File: src/rtl/fdtb_pkg.sv
// Shared types and constants of the fragment depth test and blend block.
// Used by every module under rtl except fdtb_fifo; depends on nothing else.
package fdtb_pkg;

    // Widths fixed by the item format
    localparam int ADDR_IN_W     = 16;
    localparam int DEPTH_W       = 32;
    localparam int COLOR_W       = 32;
    localparam int SHADE_W       = 16;
    localparam int CFG_INDEX_W   = 2;
    localparam int CFG_DATA_W    = 9;

    // Default store size (address bits)
    localparam int ADDRESS_BITS_DEFAULT = 16;

    // Blend mode codes
    localparam logic [1:0] BLEND_NONE  = 2'd0;
    localparam logic [1:0] BLEND_ADD   = 2'd1;
    localparam logic [1:0] BLEND_ALPHA = 2'd2;

    // Configuration register indexes
    localparam logic [CFG_INDEX_W-1:0] CFG_BLEND_MODE   = 2'd0;
    localparam logic [CFG_INDEX_W-1:0] CFG_SMOOTH_SHADE = 2'd1;
    localparam logic [CFG_INDEX_W-1:0] CFG_ALPHA_FACTOR = 2'd2;

    // Configuration reset values
    localparam logic [1:0] BLEND_MODE_RST   = BLEND_NONE;
    localparam logic       SMOOTH_SHADE_RST = 1'b1;
    localparam logic [8:0] ALPHA_FACTOR_RST = 9'd256;

    // Shade 1.0 in Q2.14
    localparam logic [14:0] SHADE_ONE = 15'd16384;
    localparam logic [7:0]  CHAN_MAX  = 8'hFF;

    // Item kinds
    localparam logic KIND_FRAGMENT = 1'b0;
    localparam logic KIND_CLEAR    = 1'b1;

    // Classified item handed from the front end to the back end
    typedef struct packed {
        logic                clear;    // unconditional write
        logic                plain;    // texel stored unchanged
        logic                smooth;   // apply shade to RGB
        logic [1:0]          mode;     // normalized blend mode
        logic [7:0]          alpha;    // scaled, saturated texel alpha
        logic [14:0]         shade;    // clamped to 0..1.0
        logic [DEPTH_W-1:0]  depth;
        logic [COLOR_W-1:0]  color;
    } work_t;

endpackage

File: src/rtl/fdtb_front.sv
// Front end: configuration registers, input accept and item classification.
// Depends on fdtb_pkg.
module fdtb_front #(
    parameter int ADDRESS_BITS = fdtb_pkg::ADDRESS_BITS_DEFAULT
) (
    input  logic                                 clk,
    input  logic                                 rst_n,
    // configuration write channel
    input  logic                                 cfg_valid,
    output logic                                 cfg_ready,
    input  logic [fdtb_pkg::CFG_INDEX_W-1:0]     cfg_index,
    input  logic [fdtb_pkg::CFG_DATA_W-1:0]      cfg_data,
    // item input
    input  logic                                 push,
    output logic                                 full,
    input  logic                                 kind,
    input  logic [fdtb_pkg::ADDR_IN_W-1:0]       address,
    input  logic [fdtb_pkg::DEPTH_W-1:0]         depth,
    input  logic [fdtb_pkg::COLOR_W-1:0]         color,
    input  logic signed [fdtb_pkg::SHADE_W-1:0]  shade,
    // toward the queue
    output logic                                 q_wr_en,
    output logic [ADDRESS_BITS-1:0]              q_addr,
    output fdtb_pkg::work_t                      q_work,
    input  logic                                 q_full
);

    logic [1:0] blend_mode_reg;
    logic       smooth_shade_reg;
    logic [8:0] alpha_factor_reg;

    logic [1:0]  mode_norm;
    logic [16:0] alpha_prod;
    logic [8:0]  alpha_scaled;

    assign cfg_ready = 1'b1;
    assign full      = q_full;
    assign q_wr_en   = push && !q_full;
    assign q_addr    = ADDRESS_BITS'(address);

    // configuration registers
    always_ff @(posedge clk or negedge rst_n)
    begin
        if (!rst_n)
        begin
            blend_mode_reg   <= fdtb_pkg::BLEND_MODE_RST;
            smooth_shade_reg <= fdtb_pkg::SMOOTH_SHADE_RST;
            alpha_factor_reg <= fdtb_pkg::ALPHA_FACTOR_RST;
        end
        else if (cfg_valid)
        begin
            case (cfg_index)
                fdtb_pkg::CFG_BLEND_MODE:   blend_mode_reg   <= cfg_data[1:0];
                fdtb_pkg::CFG_SMOOTH_SHADE: smooth_shade_reg <= cfg_data[0];
                fdtb_pkg::CFG_ALPHA_FACTOR: alpha_factor_reg <= cfg_data;
                default: ;
            endcase
        end
    end

    // undefined mode code falls back to no blending
    always_comb
    begin
        case (blend_mode_reg)
            fdtb_pkg::BLEND_ADD:   mode_norm = fdtb_pkg::BLEND_ADD;
            fdtb_pkg::BLEND_ALPHA: mode_norm = fdtb_pkg::BLEND_ALPHA;
            default:               mode_norm = fdtb_pkg::BLEND_NONE;
        endcase
    end

    // texel alpha scaled by material factor, saturated
    assign alpha_prod   = 17'(color[31:24]) * 17'(alpha_factor_reg);
    assign alpha_scaled = alpha_prod[16:8];

    // classified item
    always_comb
    begin
        q_work        = '0;
        q_work.clear  = (kind == fdtb_pkg::KIND_CLEAR);
        q_work.plain  = (mode_norm == fdtb_pkg::BLEND_NONE) && !smooth_shade_reg;
        q_work.smooth = smooth_shade_reg;
        q_work.mode   = mode_norm;
        q_work.alpha  = alpha_scaled[8] ? fdtb_pkg::CHAN_MAX : alpha_scaled[7:0];
        q_work.depth  = depth;
        q_work.color  = color;
        if (shade < 0)
        begin
            q_work.shade = '0;
        end
        else if (shade > $signed({1'b0, fdtb_pkg::SHADE_ONE}))
        begin
            q_work.shade = fdtb_pkg::SHADE_ONE;
        end
        else
        begin
            q_work.shade = shade[14:0];
        end
    end

endmodule

File: config.mk
export PLATFORM = sky130hd
export DESIGN_NAME = fdtb_front
export DESIGN_NICKNAME = d
export VERILOG_FILES = /design/src/rtl/fdtb_pkg.sv /design/src/rtl/fdtb_front.sv
export SDC_FILE = /design/constraint.sdc
export NUM_CORES = 1
export LEC_CHECK = 0
export BUFFER_PORTS_ARGS = -buffer_cell sky130_fd_sc_hd__buf_2
export CAP_MARGIN = 25
export CORE_MARGIN = 2
export CORE_UTILIZATION = 35
export DETAILED_ROUTE_END_ITERATION = 7
export MAX_ROUTING_LAYER = met4
export PLACE_DENSITY = 0.72
export SYNTH_ARGS = -nofsm -noshare
export SYNTH_HDL_FRONTEND = slang
export SYNTH_SLANG_ARGS = --single-unit
export TNS_END_PERCENT = 1
File: constraint.sdc
create_clock -name clk -period 7.8 [get_ports clk]
set_clock_uncertainty 0.1 [all_clocks]
set_input_delay 1.17 -clock clk [delete_from_list [all_inputs] [get_ports clk]]
set_output_delay 1.17 -clock clk [all_outputs]
set_load 0.005 [all_outputs]
==> results of run 1 <==
[path summary, 6_finish.rpt]
kind	start	endpoint	slack, ns	cells after the start
worst max-delay path	color[27]	q_work[84]	1.11	15
min in group asynchronous	rst_n	alpha_factor_reg[0]	0.70	1
worst min-delay path	blend_mode_reg[0]	blend_mode_reg[0]	0.50	2
worst min register to register	blend_mode_reg[0]	blend_mode_reg[0]	0.50	2
max in group asynchronous	rst_n	alpha_factor_reg[8]	6.63	1
worst max register to register	alpha_factor_reg[3]	alpha_factor_reg[3]	6.80	1
[kinds of logic after synthesis]
| family | share of synthesized area (%) |
|---|---|
| mux | 3.07 |
| flops | 8.27 |
| compound gates | 8.54 |
| simple gates | 22.2 |
| other cells | 0.102 |
| buf+inv | 22.8 |
| fa+ha+maj | 34.7 |
| xor+xnor | 0.239 |
[layout make-up]
cell class	instances	area (um^2)	area share [%]
tap	136	170	4.71
sequential	12	303	8.38
inverter	48	180	4.99
timing repair buffer	76	380	10.5
multi-input combinational	275	2520	69.9
clock buffer	4	55.1	1.52
[power groups by stage]
| stage | Sequential, mW | Combinational [mW] | Clock, mW |
|---|---|---|---|
| finish | 0.0988 | 1.38 | 0.0657 |
| global placement | 0.0997 | 1.37 | 0 |
| global route | 0.102 | 1.57 | 0.0705 |
| CTS | 0.0989 | 1.40 | 0.0673 |
| floorplan | 0.0883 | 1.04 | 0 |
| detailed placement | 0.100 | 1.39 | 0 |
[layout by cell type, fill, tap and decap left out, drive strengths merged, types with 6 or more instances in the layout]
cell,netlist,routed
buf,87,76
and2,74,74
inv,48,48
fa,41,41
ha,36,36
nand2,20,20
o21ai,11,11
mux2,10,10
dfrtp,10,10
nor2,8,8
nor3,8,8
a21oi,7,7
nor4,6,6
nand3,6,6
[routing by layer]
layer / up-vias / GRT usage (%) / share of wire (%)
li1: 1283 / - / -
met2: 95 / 25.0 / 53
met5: - / - / 0
met1: 1314 / 15.8 / 38
met4: 0 / 4.14 / 3.0
met3: 40 / 1.72 / 6.3
==> summary.md, run 1 <==
| Metric | Value |
|---|---|
| Routability-driven placement congestion ratio | 0.863 |
| Design Area, Final | 3610 um^2 |
| Flops & latches, synth | 12 |
| Cts repair resizes | 0 |
| Sequential area share after synthesis | 8.27% |
| Most frequent CP cell | fa_1 |
| # setup viols final | 0 |
| Synth area leader | fa_1 |
| Post-synthesis instance area | 3660 um^2 |
| Setup slack after layout | 1.11 ns |
| CTS H-tree lvls | 1 |
| DR iter-0 viols | 170 |
| IO Count | 224 |
| Wire per inst | 14.3 um |
| Largest net degree at the start of global routing | 14 |
| Final Hold Viols | 0 |
| Period minus WS final | 6.69 ns |
| RSZ-0062 raised after global routing | no |
| Core Rows | 37 |
| CTS buffer count | 3 |
| Switch Pwr | 0.832 mW |
| CTS root buf | clkbuf_8 |
| PortBufs | 76 |
| Buffers and inverters on the worst path | 4 |
| Post-synth top area share | 22.4% |
| Asr flop ratio synth | 100% |
| Die width | 106 um |
| Synth top cells by count | 84 x buf_4, 73 x and2_1, 48 x inv_1 |
| Avg Vias per Cell | 4.96 |
| Switch share | 53.7% |
| Worst-case clock buffer depth | 2 |
| Cells after Synth | 425 |
| WHS | 0.502 ns |
| Number of diodes | 0 |
| Clk network pwr share | 4.2% |
| FMAX | 0.149 GHz |
| Combinational Power Share | 89.4% |
| Post-DRT Antenna Nets | 0 |
| Cells after DPL | 547 |
| Finished Layout Cells | 551 |
| 1st-pass router iterations | 4 |
| Slew @ Worst Pin | 0.616 ns |
| Drc violations | 0 |
| Initial antenna violation count | 0 |
| Drt total wl | 7.85 mm |
| Clock sink total | 12 |
| PnR Total Power | 1.55 mW |
| Period Utilization, post-route | 85.8% |
| Crit path max-delay family | adder cells |
| Synth area leaders | fa_1 22%, buf_4 17%, and2_1 12% |
| Vias in the first global route | 2749 |
| Worst vdd ir | 0.000335 V |
| Max-slew headroom | 58.9% |
| Pre-CTS setup slack | 1.11 ns |
| Max Cap Viol | 0 |
| Post-synth EDFFs | 0 |
| CP Data Required Time | 6.53 ns |
| Cell Area, Placed | 3560 um^2 |
| Fill cell count | 1044 |
| Final nets | 606 |
| Core box area | 10200 um^2 |
| Reg clk slew, reported paths | 0.05 ns |
| Max reg flops | 9 |
| Setup TNS | 0 ns |
| Leak | 1.87 nW |
| Clk_lat worst skew | 0.24 ns |
| CP Data Arrival Time | 5.42 ns |
| Worst path max stage delay | 0.55 ns |
| Worst-path fanout max | 10 |
| Top_reg_cell synth | dfrtp_1 |
| Total gr overflow | 0 |
| Top-count cell post-synth | buf_4 |
| Max Slew Vio Count | 0 |
| Hold buffer count at CTS | 0 |
| Via Count | 2732 |
| Starting density of the core | 35.8% |
| Status | completed |
| Syn_area_per_cell | 8.62 um^2 |
| Layout area overhead | -1.40% |
| CP Class | in -> out |
| Hpwl dp | 6.70 mm |
| Layout cells sized above 1 | 23.1% |
| Seq pwr share | 6.4% |
| Pwr per Cell Area | 429 nW/um^2 |
| Mapped Nets | 615 |
| P_int | 0.717 mW |
| CP max stage cell | fa_1 |
| GRT Total Usage | 13.8% |
| Startpoint type of the worst setup path | primary input |
| Crit. End Element | output port |
| Die Height | 106 um |
| Yosys warning count | 0 |
| Post-Route Utilization | 35.3% |
| First-pass GRT wire length | 12.6 mm |
| HP Class | reg -> reg |
| Die area | 11300 um^2 |
| CTS tree | built |
| CP cell instances | buf_2, and2_1, fa_1, fa_1, fa_1, inv_1, fa_1, inv_1, ha_1, a21oi_1, a211oi_1, o22a_1, or3_1, o311ai_1, buf_2 |
| Postcts setup bufs | 0 |
| Post-synth cell types | 47 |
Power figures use the tool's default switching activity.
==> run 2, diff against run 1 <==
CORE_MARGIN = 3   (was 2)
REMOVE_ABC_BUFFERS = 1   (was default)
==> run 2 against run 1 <==
  * Power grew 3.8%
  * Clock-buffer cell count is the same
  * Register-to-register slack lost 0.04 ns
  * Non-clock buffer count is the same
  * Via count grew 7.4%
  * First-iteration DRC count shrank 16%
  * Design area shrank 0.10%
  * Critical endpoint is now q_work[85]
  * Largest cell class unchanged
  * Largest power group unchanged
==> summary.md, run 2 (synthesis results as in run 1) <==
| Metric | Value |
|---|---|
| HP Class | reg -> reg (unchanged) |
| Starting density of the core | 36.8% (was 35.8%) |
| Layout area overhead | -1.50% (was -1.40%) |
| CP cell instances | buf_2, and2_1, fa_1, fa_1, fa_1, inv_1, fa_1, inv_1, ha_1, and3_2, a221o_1, o21a_1, and2_0, o311ai_1, buf_2 (was buf_2, and2_1, fa_1, fa_1, fa_1, inv_1, fa_1, inv_1, ha_1, a21oi_1, a211oi_1, o22a_1, or3_1, o311ai_1, buf_2) |
| Wire per inst | 27.4 um (was 14.3 um) |
| Slew @ Worst Pin | 0.644 ns (was 0.616 ns) |
| Period Utilization, post-route | 87.3% (was 85.8%) |
| Post-DRT Antenna Nets | 0 (unchanged) |
| CP Class | in -> out (unchanged) |
| 1st-pass router iterations | 4 (unchanged) |
| Via Count | 2935 (was 2732) |
| Initial antenna violation count | 0 (unchanged) |
| Number of diodes | 0 (unchanged) |
| Drc violations | 0 (unchanged) |
| Die area | 11700 um^2 (was 11300 um^2) |
| RSZ-0062 raised after global routing | no (unchanged) |
| Die width | 108 um (was 106 um) |
| DRT met1 WL | 4.80 mm (was 2.98 mm) |
| Finished Layout Cells | 548 (was 551) |
| Startpoint type of the worst setup path | primary input (unchanged) |
| FMAX | 0.147 GHz (was 0.149 GHz) |
| Hpwl dp | 13.4 mm (was 6.70 mm) |
| CTS buffer count | 3 (unchanged) |
| Metal2 WL | 6.61 mm (was 4.14 mm) |
| Cells after DPL | 544 (was 547) |
| Worst vdd ir | 0.000300 V (was 0.000335 V) |
| PortBufs | 76 (unchanged) |
| Worst-case clock buffer depth | 2 (unchanged) |
| Buffers and inverters on the worst path | 4 (unchanged) |
| CTS root buf | clkbuf_8 (unchanged) |
| Highest routed layer | met4 (unchanged) |
| Crit. End Element | output port (unchanged) |
| CTS H-tree lvls | 1 (unchanged) |
| Vias in the first global route | 2895 (was 2749) |
| Drt total wl | 15.0 mm (was 7.85 mm) |
| Most common cell after layout, fill and taps aside | buf_2 (unchanged) |
| Final nets | 606 (unchanged) |
| # setup viols final | 0 (unchanged) |
| Pwr per Cell Area | 446 nW/um^2 (was 429 nW/um^2) |
| CTS tree | built (unchanged) |
| Core box area | 9950 um^2 (was 10200 um^2) |
| Clk_lat worst skew | 0.24 ns (about the same) |
| Core Rows | 36 (was 37) |
| Postcts setup bufs | 0 (unchanged) |
| Highest-count cells in the layout ignoring fill and taps | 76 x buf_2, 73 x and2_1, 48 x inv_1 (unchanged) |
| Die Height | 108 um (was 106 um) |
| Status | completed (unchanged) |
| Max reg flops | 9 (unchanged) |
| Reg clk slew, reported paths | 0.05 ns (about the same) |
| DR iter-0 viols | 142 (was 170) |
| Clock sink total | 12 (unchanged) |
| CP Data Arrival Time | 5.54 ns (was 5.42 ns) |
| Leak | 1.87 nW (unchanged) |
| CP Data Required Time | 6.53 ns (about the same) |
| Avg Vias per Cell | 5.36 (was 4.96) |
| Max Cap Viol | 0 (unchanged) |
| Routability-driven placement congestion ratio | 0.882 (was 0.863) |
| Max-slew headroom | 57.0% (was 58.9%) |
| Cts repair resizes | 0 (unchanged) |
| Worst-path fanout max | 10 (unchanged) |
| IO Count | 224 (unchanged) |
| Max Slew Vio Count | 0 (unchanged) |
| Hold buffer count at CTS | 0 (unchanged) |
| Setup TNS | 0 ns (unchanged) |
| Period minus WS final | 6.81 ns (was 6.69 ns) |
| FF+latch area | 303 um^2 (unchanged) |
| Most frequent CP cell | fa_1 (unchanged) |
| Fill cell count | 1010 (was 1044) |
| Layout cells sized above 1 | 23.1% (unchanged) |
| Total gr overflow | 0 (unchanged) |
| First-pass GRT wire length | 21.0 mm (was 12.6 mm) |
| CP max stage cell | fa_1 (unchanged) |
| Area of the multi-input gates | 2520 um^2 (unchanged) |
| Final Hold Viols | 0 (unchanged) |
| Worst path max stage delay | 0.55 ns (about the same) |
| GRT Total Usage | 26.3% (was 13.8%) |
| DR WL met3 | 3.56 mm (was 495 um) |
| Largest net degree at the start of global routing | 14 (unchanged) |
| Crit path max-delay family | adder cells (unchanged) |
-- run 2: cell counts in the layout (fill, tap and decap cells not counted) --
Identical to the previous run, type by type.
-- run 2: area by class of cell --
type / instances / area share, %
Clock buffer: 4 / 1.53
Inverter: 48 / 4.99
Multi-Input combinational cell: 275 / 69.9
Sequential cell: 12 / 8.39
Tap cell: 133 / 4.61
Timing Repair Buffer: 76 / 10.5
-- run 2: path summary, 6_finish.rpt --
check                                     from  slack, ns             endpoint  cells after the start
max in group asynchronous                rst_n       6.63  alpha_factor_reg[8]                      1
min in group asynchronous                rst_n       0.70    blend_mode_reg[0]                      1
max                                  color[31]       0.99           q_work[85]                     15
min                          blend_mode_reg[0]       0.48    blend_mode_reg[0]                      2
min reg2reg                  blend_mode_reg[0]       0.48    blend_mode_reg[0]                      2
max reg2reg                alpha_factor_reg[4]       6.76  alpha_factor_reg[4]                      1
-- run 2: power breakdown --
part,total [mW],switching (mW),internal [mW]
Clock,0.0662,0.0217,0.0445
Sequential,0.100,0.0246,0.0754
Combinational,1.44,0.843,0.599
Total,1.61,0.889,0.719
-- run 2: metal layers --
layer | vias to the layer above | global-route usage, %
met5 | - | -
met4 | 0 | 1.53
met3 | 6 | 25.3
met2 | 265 | 39.2
met1 | 1385 | 26.3
li1 | 1279 | -
-- run 2: stage by stage --
stage                     hold WS (ns)  worst slack [ns]  util (%)  power (mW)  cell area (um^2)
after floorplan                  0.437              1.56         -        1.08              3010
after global placement           0.456              1.03      35.7        1.50              3550
after detailed placement         0.474              1.03      35.7        1.53              3550
after CTS                        0.482              1.00      36.2        1.61              3610
after global routing             0.522             0.807      36.2        1.80              3610
final                            0.482             0.994      36.2        1.61              3610
