<file path="config.mk">
export PLATFORM = sky130hd
export DESIGN_NAME = fdtb_fifo
export DESIGN_NICKNAME = d
export VERILOG_FILES = /design/src/rtl/fdtb_fifo.sv
export SDC_FILE = /design/constraint.sdc
export NUM_CORES = 1
export LEC_CHECK = 0
export CAP_MARGIN = 20
export CORE_MARGIN = 8
export CORE_UTILIZATION = 45
export DETAILED_ROUTE_END_ITERATION = 10
export DONT_BUFFER_PORTS = 1
export SLEW_MARGIN = 30
export SYNTH_ARGS = -nofsm -noshare
export SYNTH_HDL_FRONTEND = slang
export SYNTH_SLANG_ARGS = --single-unit
</file>
<file path="constraint.sdc">
create_clock -name clk -period 1.6 [get_ports clk]
set_input_delay 0.32 -clock clk [delete_from_list [all_inputs] [get_ports clk]]
set_output_delay 0.32 -clock clk [all_outputs]
set_load 0.01 [all_outputs]
</file>
<file path="src/rtl/fdtb_fifo.sv">
// Two-entry queue between the front end and the back end.
// Generic payload width; depends on nothing else.
module fdtb_fifo #(
    parameter int WIDTH = 8
) (
    input  logic             clk,
    input  logic             rst_n,
    input  logic             wr_en,
    input  logic [WIDTH-1:0] wr_data,
    output logic             full,
    input  logic             rd_en,
    output logic [WIDTH-1:0] rd_data,
    output logic             empty
);

    logic [WIDTH-1:0] entry_reg [0:1];
    logic             wr_ptr_reg;
    logic             rd_ptr_reg;
    logic [1:0]       count_reg;
    logic [1:0]       count_next;

    assign full    = (count_reg == 2'd2);
    assign empty   = (count_reg == 2'd0);
    assign rd_data = entry_reg[rd_ptr_reg];

    // occupancy update
    always_comb
    begin
        count_next = count_reg;
        if (wr_en && !rd_en)
        begin
            count_next = count_reg + 2'd1;
        end
        else if (rd_en && !wr_en)
        begin
            count_next = count_reg - 2'd1;
        end
    end

    // pointers and count
    always_ff @(posedge clk or negedge rst_n)
    begin
        if (!rst_n)
        begin
            wr_ptr_reg <= 1'b0;
            rd_ptr_reg <= 1'b0;
            count_reg  <= 2'd0;
        end
        else
        begin
            if (wr_en)
            begin
                wr_ptr_reg <= ~wr_ptr_reg;
            end
            if (rd_en)
            begin
                rd_ptr_reg <= ~rd_ptr_reg;
            end
            count_reg <= count_next;
        end
    end

    // payload storage
    always_ff @(posedge clk)
    begin
        if (wr_en)
        begin
            entry_reg[wr_ptr_reg] <= wr_data;
        end
    end

endmodule

</file>
==> results by group, run 1 <==
Yosys
  • Syn Inst Count: 41
  • Seq/Total Area, Yosys: 0.753
  • Asr flop ratio synth: 0.200
  • Post-synth top area cell: edfxtp_1
  • Syn_area_per_cell: roughly 19 µm²
  • Yosys cell types: 12
  • Syn nets: 54
  • Most frequent cell after synthesis: edfxtp_1
  • Post-Syn Area: about 770 µm²
  • Yosys top cell area share: 0.623
  • Synth Warn #: 0
  • Synth cell count leaders: edfxtp_1, mux2_2, dfrtp_1, xor2_1, nor2_1
  • Top cells by area, synth: edfxtp_1, dfrtp_1, mux2_2
  • Ys flop type: edfxtp_1
  • Number of synthesized flops with an enable pin: 16
  • Register bit total from synthesis: 20

Clock network
  • Setup bufs post-CTS: 0
  • CTS max path bufs: 2
  • Root buffer cell: clkbuf_4
  • Clock Sinks: 20
  • Clk slew on worst S/H paths: about 0.10 ns
  • Htree depth: 1
  • CTS tree: done
  • CTS Buf Count: 3
  • Worst-Skew Late Latency: 0.29 ns

Worst setup path
  • Crit-path cells: mux2_2
  • Worst setup path class: flip-flop to output pin
  • CP max-delay cell: dfrtp_2
  • CP startpoint kind: flip-flop
  • CP max FO: 9
  • CP arrival: about 1.2 ns
  • Largest delay share family, worst path: flip-flops
  • Worst Path Required: roughly 1.3 ns
  • CP Buf/Inv Count: 0
  • Worst r2r src: wr_ptr_reg$_DFFE_PN0P_
  • Critical Path End Type: output pin
  • Worst Setup SP: rd_ptr_reg$_DFFE_PN0P_
  • Slowest Stage Delay on Critical Path: 0.51 ns

STA
  • Min Tclk post-route: around 1.5 ns
  • Worst Clk Skew: 0.00567 ns
  • RSZ-0062 raised after global routing: no
  • TNS Setup: 0 ns
  • Setup WS post-layout: between 0.07 and 0.08 ns
  • Finish-stage setup viols: 0
  • Worst-Margin Slew: ~0.36 ns
  • Final period util: 0.951
  • Pins Over Slew Limit: 0
  • Relative slew slack: 0.760
  • Max Clock Freq: around 660 MHz
  • Final hold violation count: 0

Routing
  • Routed vias: between 300 and 400
  • # DRC: 0
  • Drt total wl: about 1300 µm
  • Drt first pass iters: 2
  • WL per Instance: around 20 µm
  • Post-DR vias/cell: between 5 and 6
  • Initial drt markers: 2
  • Antenna Violating Nets Remaining: 0

Placed design
  • IO buf count: 0
  • DP Cell Count: 58
  • DP Area: ~800 µm²
  • Routability cong.: roughly 0.66
  • Place WS: around 0.26 ns

Final layout
  • Share of cells above drive strength 1: 0.304
  • Fin cells: 63
  • Final instance area: ~830 µm²
  • Antenna diodes: 0
  • Fillers: ~150
  • Area growth, synth to finish: 7.14%
  • Number of flip-flops under the largest register name: 16
  • Total Nets Final: 60

Power
  • Worst VDD drop: between 0.8 and 0.9 mV
  • PwrDens: approximately 1700 nW/µm²
  • Pwr Total: roughly 0.0014 W
  • Leak: ~0.3 nW

Hold path
  • Min-delay src: wr_data[0]
  • Worst Hold Class: primary input to flip-flop

Floorplanning
  • Die area: about 3300 µm²
  • # rows: 15
  • Initial Util: 0.461
  • Core area: approximately 1700 µm²
  • Die W: roughly 57 µm
  • Die height: around 57 µm
  • Num ports: 22

Global routing
  • Global-route wire length before repair: between 2000 and 2500 µm
  • Initial antenna violation count: 0
  • Vias in the first global route: around 420
  • Largest net degree at the start of global routing: 12
  • GR Util All Layers: 0.0849
  • Grt ovf: 0

Job
  • Max-capacitance violation count: 0

Status
  • Outcome: finished, final reports clean
-- worst paths after layout --
| check | end | slack, ns | cells after the start |
|---|---|---|---|
| max | rd_data[3] | 0.08 | 1 |
| min | entry_reg[0][0]$_DFFE_PP_ | 0.12 | 0 |
| max reg2reg | entry_reg[1][2]$_DFFE_PP_ | 0.50 | 1 |
| min reg2reg | count_reg[1]$_DFFE_PN0P_ | 0.49 | 1 |
| max in group asynchronous | rd_ptr_reg$_DFFE_PN0P_ | 1.13 | 1 |
| min in group asynchronous | count_reg[1]$_DFFE_PN0P_ | 0.29 | 1 |
-- repair_timing --
action	CTS	global route
gates resized for setup	1	0
hold buffers	1	0
hold endpoints to repair	4	0
endpoints found under the setup margin	8	0
-- per-layer routing --
metal,GRT usage,part of all wire
met5,0,0
met1,0.0680,0.33
met3,0.0426,0.10
met4,0.0536,0
met2,0.158,0.56
-- cell families after synthesis --
logic type | after synthesis | share of synthesized area
flops | 20 | 0.753
mux | 8 | 0.117
xor+xnor | 5 | 0.0568
simple gates | 5 | 0.0374
buf+inv | 2 | 0.0195
fa+ha+maj | 1 | 0.0162
-- layout make-up --
type | instances | area [µm²] | share of cell area
clock buffer | 4 | 26.3 | 0.0318
inverter | 1 | 3.75 | 0.00455
multi-input combinational | 19 | 175 | 0.212
sequential | 20 | 582 | 0.705
tap | 17 | 21.3 | 0.0258
timing repair buffer | 2 | 17.5 | 0.0212
-- through the flow --
step | hold WS [ns] | util
final | 0.119 | 0.494
after global routing | 0.0923 | 0.494
after global placement | 0.0245 | 0.472
after detailed placement | 0.0245 | 0.472
after CTS | 0.111 | 0.494
after floorplan | 0.0244 | -
-- placed cells by master, fill, tap and decap left out --
cell,instances
mux2_2,8
nor2_1,2
xor2_1,4
nor2b_1,1
inv_1,1
edfxtp_1,16
clkbuf_4,3
dfrtp_2,1
and2_1,1
buf_4,1
dlygate4sd3_1,1
ha_1,1
clkbuf_1,1
xnor2_1,1
dfrtp_1,3
and2b_2,1
-- where the power goes --
group	internal, W	switching, W	total [W]
logic	0.000162	0.000178	0.000340
clock network	0.0000967	0.000137	0.000234
registers	0.000710	0.000105	0.000814
total	0.000968	0.000419	0.00139
No activity file was read; power rests on OpenSTA's default activity.
==> run 2, diff against run 1 <==
Settings changed: CORE_MARGIN 8 to 4.
==> run 2 against run 1 <==
Compared with the run above: first-iteration DRC count down 50%; worst setup slack better by 0.029 ns; combinational power increased by 2%; final cell count is 1.6% lower; global-route usage is 1.3 points higher; critical path depth unchanged; worst hold slack lost 0.0086 ns; die area decreased by 26%; final area up 0.30%; sequential share of layout area fell by 0.21 points.
==> results by group, run 2 (synthesized netlist as in run 1, its figures left out) <==
STA
  • Final hold violation count: 0 (unchanged)
  • Finish-stage setup viols: 0 (unchanged)
  • Max Clock Freq: 670 MHz (+2.0%)
  • Worst Clk Skew: 0.00163 ns (-0.00405 ns)
  • Min Tclk post-route: 1.49 ns (-0.0293 ns)
  • Final period util: 0.933 (-0.0183)
  • Pins Over Slew Limit: 0 (unchanged)
  • Relative slew slack: 0.744 (-0.0164)
  • TNS Setup: 0 ns (unchanged)
  • Worst-Margin Slew: 0.384 ns (+0.0246 ns)
  • RSZ-0062 raised after global routing: no

Routing
  • Highest metal used: met3
  • Routed vias: 340 (unchanged)
  • Met2 wire length: 591 µm (-17%)
  • Metal-1 WL: 388 µm (-7.6%)
  • Initial drt markers: 1 (-1)
  • Drt first pass iters: 3 (+1)
  • # DRC: 0 (unchanged)
  • Post-DR vias/cell: 5.48 (+1.6%)
  • Drt total wl: 1090 µm (-14%)
  • Met3 Wirelength: 109 µm (-16%)
  • Antenna Violating Nets Remaining: 0 (unchanged)
  • WL per Instance: 17.5 µm (-12%)

Worst setup path
  • CP max-delay cell: dfrtp_2
  • RR Endpoint: entry_reg[1][3]$_DFFE_PP_
  • CP startpoint kind: flip-flop
  • CP max FO: 9 (unchanged)
  • Worst setup path class: flip-flop to output pin
  • FF-to-FF path depth: 1 (unchanged)
  • CP Buf/Inv Count: 0 (unchanged)
  • Worst r2r src: wr_ptr_reg$_DFFE_PN0P_
  • Crit-path cells: mux2_2
  • Flop-to-flop setup slack: 0.50 ns (about the same)
  • CP arrival: 1.17 ns (-0.03 ns)
  • Largest delay share family, worst path: flip-flops
  • Slowest Stage Delay on Critical Path: 0.49 ns (-0.02 ns)
  • Critical Path End Type: output pin
  • Worst Path Required: 1.28 ns (about the same)

Power
  • Worst VDD drop: 0.787 mV (-8.6%)
  • PwrDens: 1650 nW/µm² (-1.5%)
  • Leak: 0.303 nW (+1.3%)

Floorplanning
  • Num ports: 22 (unchanged)
  • Die area: 2440 µm² (-26%)
  • # rows: 14 (-1)
  • Die W: 49.4 µm (-14%)
  • Initial Util: 0.494 (+0.0330)
  • Core area: 1560 µm² (-6.7%)
  • Die height: 49.4 µm (-14%)

Final layout
  • Share of cells above drive strength 1: 0.326 (+0.0217)
  • Commonest non-fill, non-tap cell in the layout: edfxtp_1
  • Fillers: 134 (-13%)
  • Number of flip-flops under the largest register name: 16 (unchanged)
  • Area growth, synth to finish: 7.47%
  • Commonest cells after routing, fill and taps aside: edfxtp_1, mux2_2, xor2_1
  • Antenna diodes: 0 (unchanged)
  • Final instance area: 828 µm² (+0.30%)
  • Total Nets Final: 61 (+1.7%)

Clock network
  • CTS Buf Count: 3 (unchanged)
  • Root buffer cell: clkbuf_4
  • Worst-Skew Late Latency: 0.28 ns (about the same)
  • CTS tree: done
  • Clk slew on worst S/H paths: 0.10 ns (about the same)
  • Setup bufs post-CTS: 0 (unchanged)
  • CTS max path bufs: 2 (unchanged)
  • Htree depth: 1 (unchanged)
  • Clock Sinks: 20 (unchanged)

Global routing
  • Global-route wire length before repair: 1760 µm (-14%)
  • GR Util All Layers: 0.0976 (+0.0127)
  • Largest net degree at the start of global routing: 11 (-1)
  • Vias in the first global route: 392 (-7.5%)
  • Grt ovf: 0 (unchanged)
  • Initial antenna violation count: 0 (unchanged)

Placed design
  • DP Area: 795 µm² (+0.79%)
  • Post-DP HPWL: 836 µm
  • IO buf count: 0 (unchanged)
  • Routability cong.: 0.628 (-4.5%)

Hold path
  • Hold Path End: rd_ptr_reg$_DFFE_PN0P_
  • Worst Hold Class: primary input to flip-flop
  • Worst Hold Depth: 1 (+1)
  • Min-delay src: rd_en

Job
  • Max-capacitance violation count: 0 (unchanged)

Status
  • Outcome: finished, final reports clean
[run 2: layout make-up]
type	instances	area, µm²	share of cell area
flip-flops and latches	20	582	0.702
multi-input cells	19	175	0.211
repair buffers	3	25.0	0.0302
clock buffers	3	22.5	0.0272
well taps	16	20.0	0.0242
inverters	1	3.75	0.00453
[run 2: report_power, final]
| group | total (W) | switching, W | internal, W |
|---|---|---|---|
| sequential | 0.000807 | 0.0000974 | 0.000710 |
| combinational | 0.000347 | 0.000177 | 0.000170 |
| clock | 0.000216 | 0.000129 | 0.0000872 |
[run 2: worst max path at each step]
stage | depth (start not counted) | start | endpoint | slack, ns
6_report | 1 | rd_ptr_reg$_DFFE_PN0P_ | rd_data[6] | 0.11
5_1_grt | 1 | rd_ptr_reg$_DFFE_PN0P_ | rd_data[0] | 0.04
4_1_cts | 1 | rd_ptr_reg$_DFFE_PN0P_ | rd_data[7] | 0.09
3_5_place_dp | 1 | rd_ptr_reg$_DFFE_PN0P_ | rd_data[7] | 0.31
3_3_place_gp | 1 | rd_ptr_reg$_DFFE_PN0P_ | rd_data[3] | 0.31
2_1_floorplan | 1 | wr_ptr_reg$_DFFE_PN0P_ | entry_reg[0][0]$_DFFE_PP_ | 0.44
[run 2: routing by layer]
layer,global-route usage,vias to the layer above
li1,-,158
met1,0.0855,171
met2,0.183,11
met3,0.0489,0
met4,0.0415,0
met5,0,-
[run 2: repair_timing]
item / CTS / global route
hold buffers: 1 / 0
hold endpoints to repair: 4 / 0
gates resized for setup: 1 / 0
setup endpoints to repair: 8 / 0
[run 2: through the flow]
step	power (W)	utilization	worst slack, ns	hold slack (ns)	cells
after floorplan	0.00110	-	0.439	0.0244	41
after global placement	0.00115	0.510	0.313	0.0245	58
after detailed placement	0.00117	0.510	0.306	0.0245	58
after CTS	0.00139	0.531	0.0889	0.104	62
after global routing	0.00145	0.531	0.0428	0.0888	62
final	0.00137	0.531	0.108	0.110	62
==> run 3, diff against run 2 <==
Settings changed: GPL_ROUTABILITY_DRIVEN set to 0, PLACE_DENSITY set to 0.64.
==> run 3 against run 2 <==
Compared with the run above: die area is the same; combinational power shrank 4%; non-clock buffer count shrank 1; worst hold slack lost 0.0074 ns; largest cell class unchanged; sequential share of layout area grew 0.32 points; maximum frequency shrank 0.73%.
==> results by group, run 3 (synthesized netlist as in run 1, its figures left out) <==
Status
  • Outcome: finished, final reports clean

Floorplanning
  • Die area: 2440 µm² (unchanged)
  • Die height: 49.4 µm (unchanged)
  • # rows: 14 (unchanged)
  • Num ports: 22 (unchanged)
  • Initial Util: 0.494 (unchanged)
  • Die W: 49.4 µm (unchanged)
  • Core area: 1560 µm² (unchanged)

Global routing
  • Largest net degree at the start of global routing: 12 (+1)
  • Initial antenna violation count: 0 (unchanged)
  • Vias in the first global route: 355 (-9.4%)
  • Global-route wire length before repair: 1640 µm (-7.0%)
  • Grt ovf: 0 (unchanged)
  • GR Util All Layers: 0.0909 (-0.00668)

Clock network
  • Worst-Skew Late Latency: 0.28 ns (about the same)
  • Root buffer cell: clkbuf_4
  • Htree depth: 1 (unchanged)
  • CTS tree: done
  • CTS max path bufs: 2 (unchanged)
  • Clock Sinks: 20 (unchanged)
  • Clk slew on worst S/H paths: 0.10 ns (about the same)
  • CTS Buf Count: 3 (unchanged)

Routing
  • # DRC: 0 (unchanged)
  • Drt total wl: 1040 µm (-4.6%)
  • Antenna Violating Nets Remaining: 0 (unchanged)
  • Drt first pass iters: 3 (unchanged)
  • Post-DR vias/cell: 5.32 (-2.9%)
  • Routed vias: 330 (-2.9%)
  • Initial drt markers: 3 (+2)
  • WL per Instance: 16.7 µm (-4.6%)

Power
  • Worst VDD drop: 0.846 mV (+7.6%)
  • Leak: 0.299 nW (-1.2%)
  • PwrDens: 1660 nW/µm² (+0.25%)

Placed design
  • Place WS: 0.298 ns (-0.00736 ns)
  • IO buf count: 0 (unchanged)
  • Post-DP HPWL: 785 µm (-6.1%)

Final layout
  • Number of flip-flops under the largest register name: 16 (unchanged)
  • Commonest cells after routing, fill and taps aside: edfxtp_1, mux2_2, xor2_1
  • Area growth, synth to finish: 6.98%
  • Total Nets Final: 60 (-1.6%)
  • Commonest non-fill, non-tap cell in the layout: edfxtp_1
  • Antenna diodes: 0 (unchanged)
  • Share of cells above drive strength 1: 0.304 (-0.0217)

Worst setup path
  • Critical Path End Type: output pin
  • Crit-path cells: mux2_2
  • CP max FO: 9 (unchanged)
  • CP max-delay cell: dfrtp_2
  • CP arrival: 1.18 ns (about the same)
  • CP Buf/Inv Count: 0 (unchanged)
  • Slowest Stage Delay on Critical Path: 0.50 ns (about the same)
  • Largest delay share family, worst path: flip-flops
  • Worst Path Required: 1.28 ns (about the same)
  • CP startpoint kind: flip-flop
  • Worst setup path class: flip-flop to output pin

STA
  • Relative slew slack: 0.758 (+0.0140)
  • Min Tclk post-route: 1.50 ns (+0.0110 ns)
  • Max Clock Freq: 665 MHz (-0.73%)
  • Final period util: 0.940 (+0.00689)
  • Final hold violation count: 0 (unchanged)
  • RSZ-0062 raised after global routing: no
  • Pins Over Slew Limit: 0 (unchanged)
  • Worst-Margin Slew: 0.363 ns (-0.0210 ns)
  • Hold Slack: 0.103 ns (-0.00744 ns)
  • TNS Setup: 0 ns (unchanged)
  • Worst Clk Skew: 0.00188 ns (+0.000256 ns)
  • Setup WS post-layout: 0.0967 ns (-0.0110 ns)
  • Finish-stage setup viols: 0 (unchanged)

Hold path
  • Worst Hold Class: primary input to flip-flop

Job
  • Max-capacitance violation count: 0 (unchanged)
-- run 3: cell types whose count changed in the layout (fill, tap and decap cells not counted), sizes merged --
cell,previous run,this run
buf,2,1
clkinv,0,1
-- run 3: layout make-up --
type / count / area, µm²
fill: 128 / 734
sequential: 20 / 582
multi-input combinational: 19 / 175
clock buffer: 3 / 22.5
tap: 16 / 20.0
timing repair buffer: 2 / 17.5
clock inverter: 1 / 3.75
inverter: 1 / 3.75
-- run 3: power breakdown --
group | total (W) | switching (W) | internal [W]
clock network | 0.000226 | 0.000135 | 0.0000905
logic | 0.000333 | 0.000171 | 0.000162
registers | 0.000810 | 0.000100 | 0.000709
total | 0.00137 | 0.000406 | 0.000962
-- run 3: path summary, 6_finish.rpt --
kind	from	endpoint	slack, ns	cells past startpoint
min in group asynchronous	rst_n	wr_ptr_reg$_DFFE_PN0P_	0.29	1
min	rd_en	rd_ptr_reg$_DFFE_PN0P_	0.10	1
max reg2reg	wr_ptr_reg$_DFFE_PN0P_	entry_reg[1][0]$_DFFE_PP_	0.52	1
min reg2reg	wr_ptr_reg$_DFFE_PN0P_	wr_ptr_reg$_DFFE_PN0P_	0.49	1
max	rd_ptr_reg$_DFFE_PN0P_	rd_data[0]	0.1	1
max in group asynchronous	rst_n	rd_ptr_reg$_DFFE_PN0P_	1.12	1
-- run 3: metrics by stage --
stage	cell area, µm²	utilization	instances	total power, W
final	825	0.529	62	0.00137
after CTS	825	0.529	62	0.00140
after global placement	787	0.505	57	0.00114
after global routing	825	0.529	62	0.00145
after floorplan	771	-	41	0.00110
after detailed placement	787	0.505	57	0.00116
-- run 3: routing by layer --
layer  vias up  global-route usage  wire [µm]
li1        157                   -          -
met5         -                   0          0
met1       163              0.0988        412
met3         0              0.0398         81
met4         0              0.0415          0
met2        10               0.152        544
-- run 3: timing repair --
item / CTS / global route
hold endpoints to repair: 4 / 0
resized for setup: 1 / 0
hold buffers: 1 / 0
setup buffers: 0 / 0
setup endpoints to repair: 8 / 0
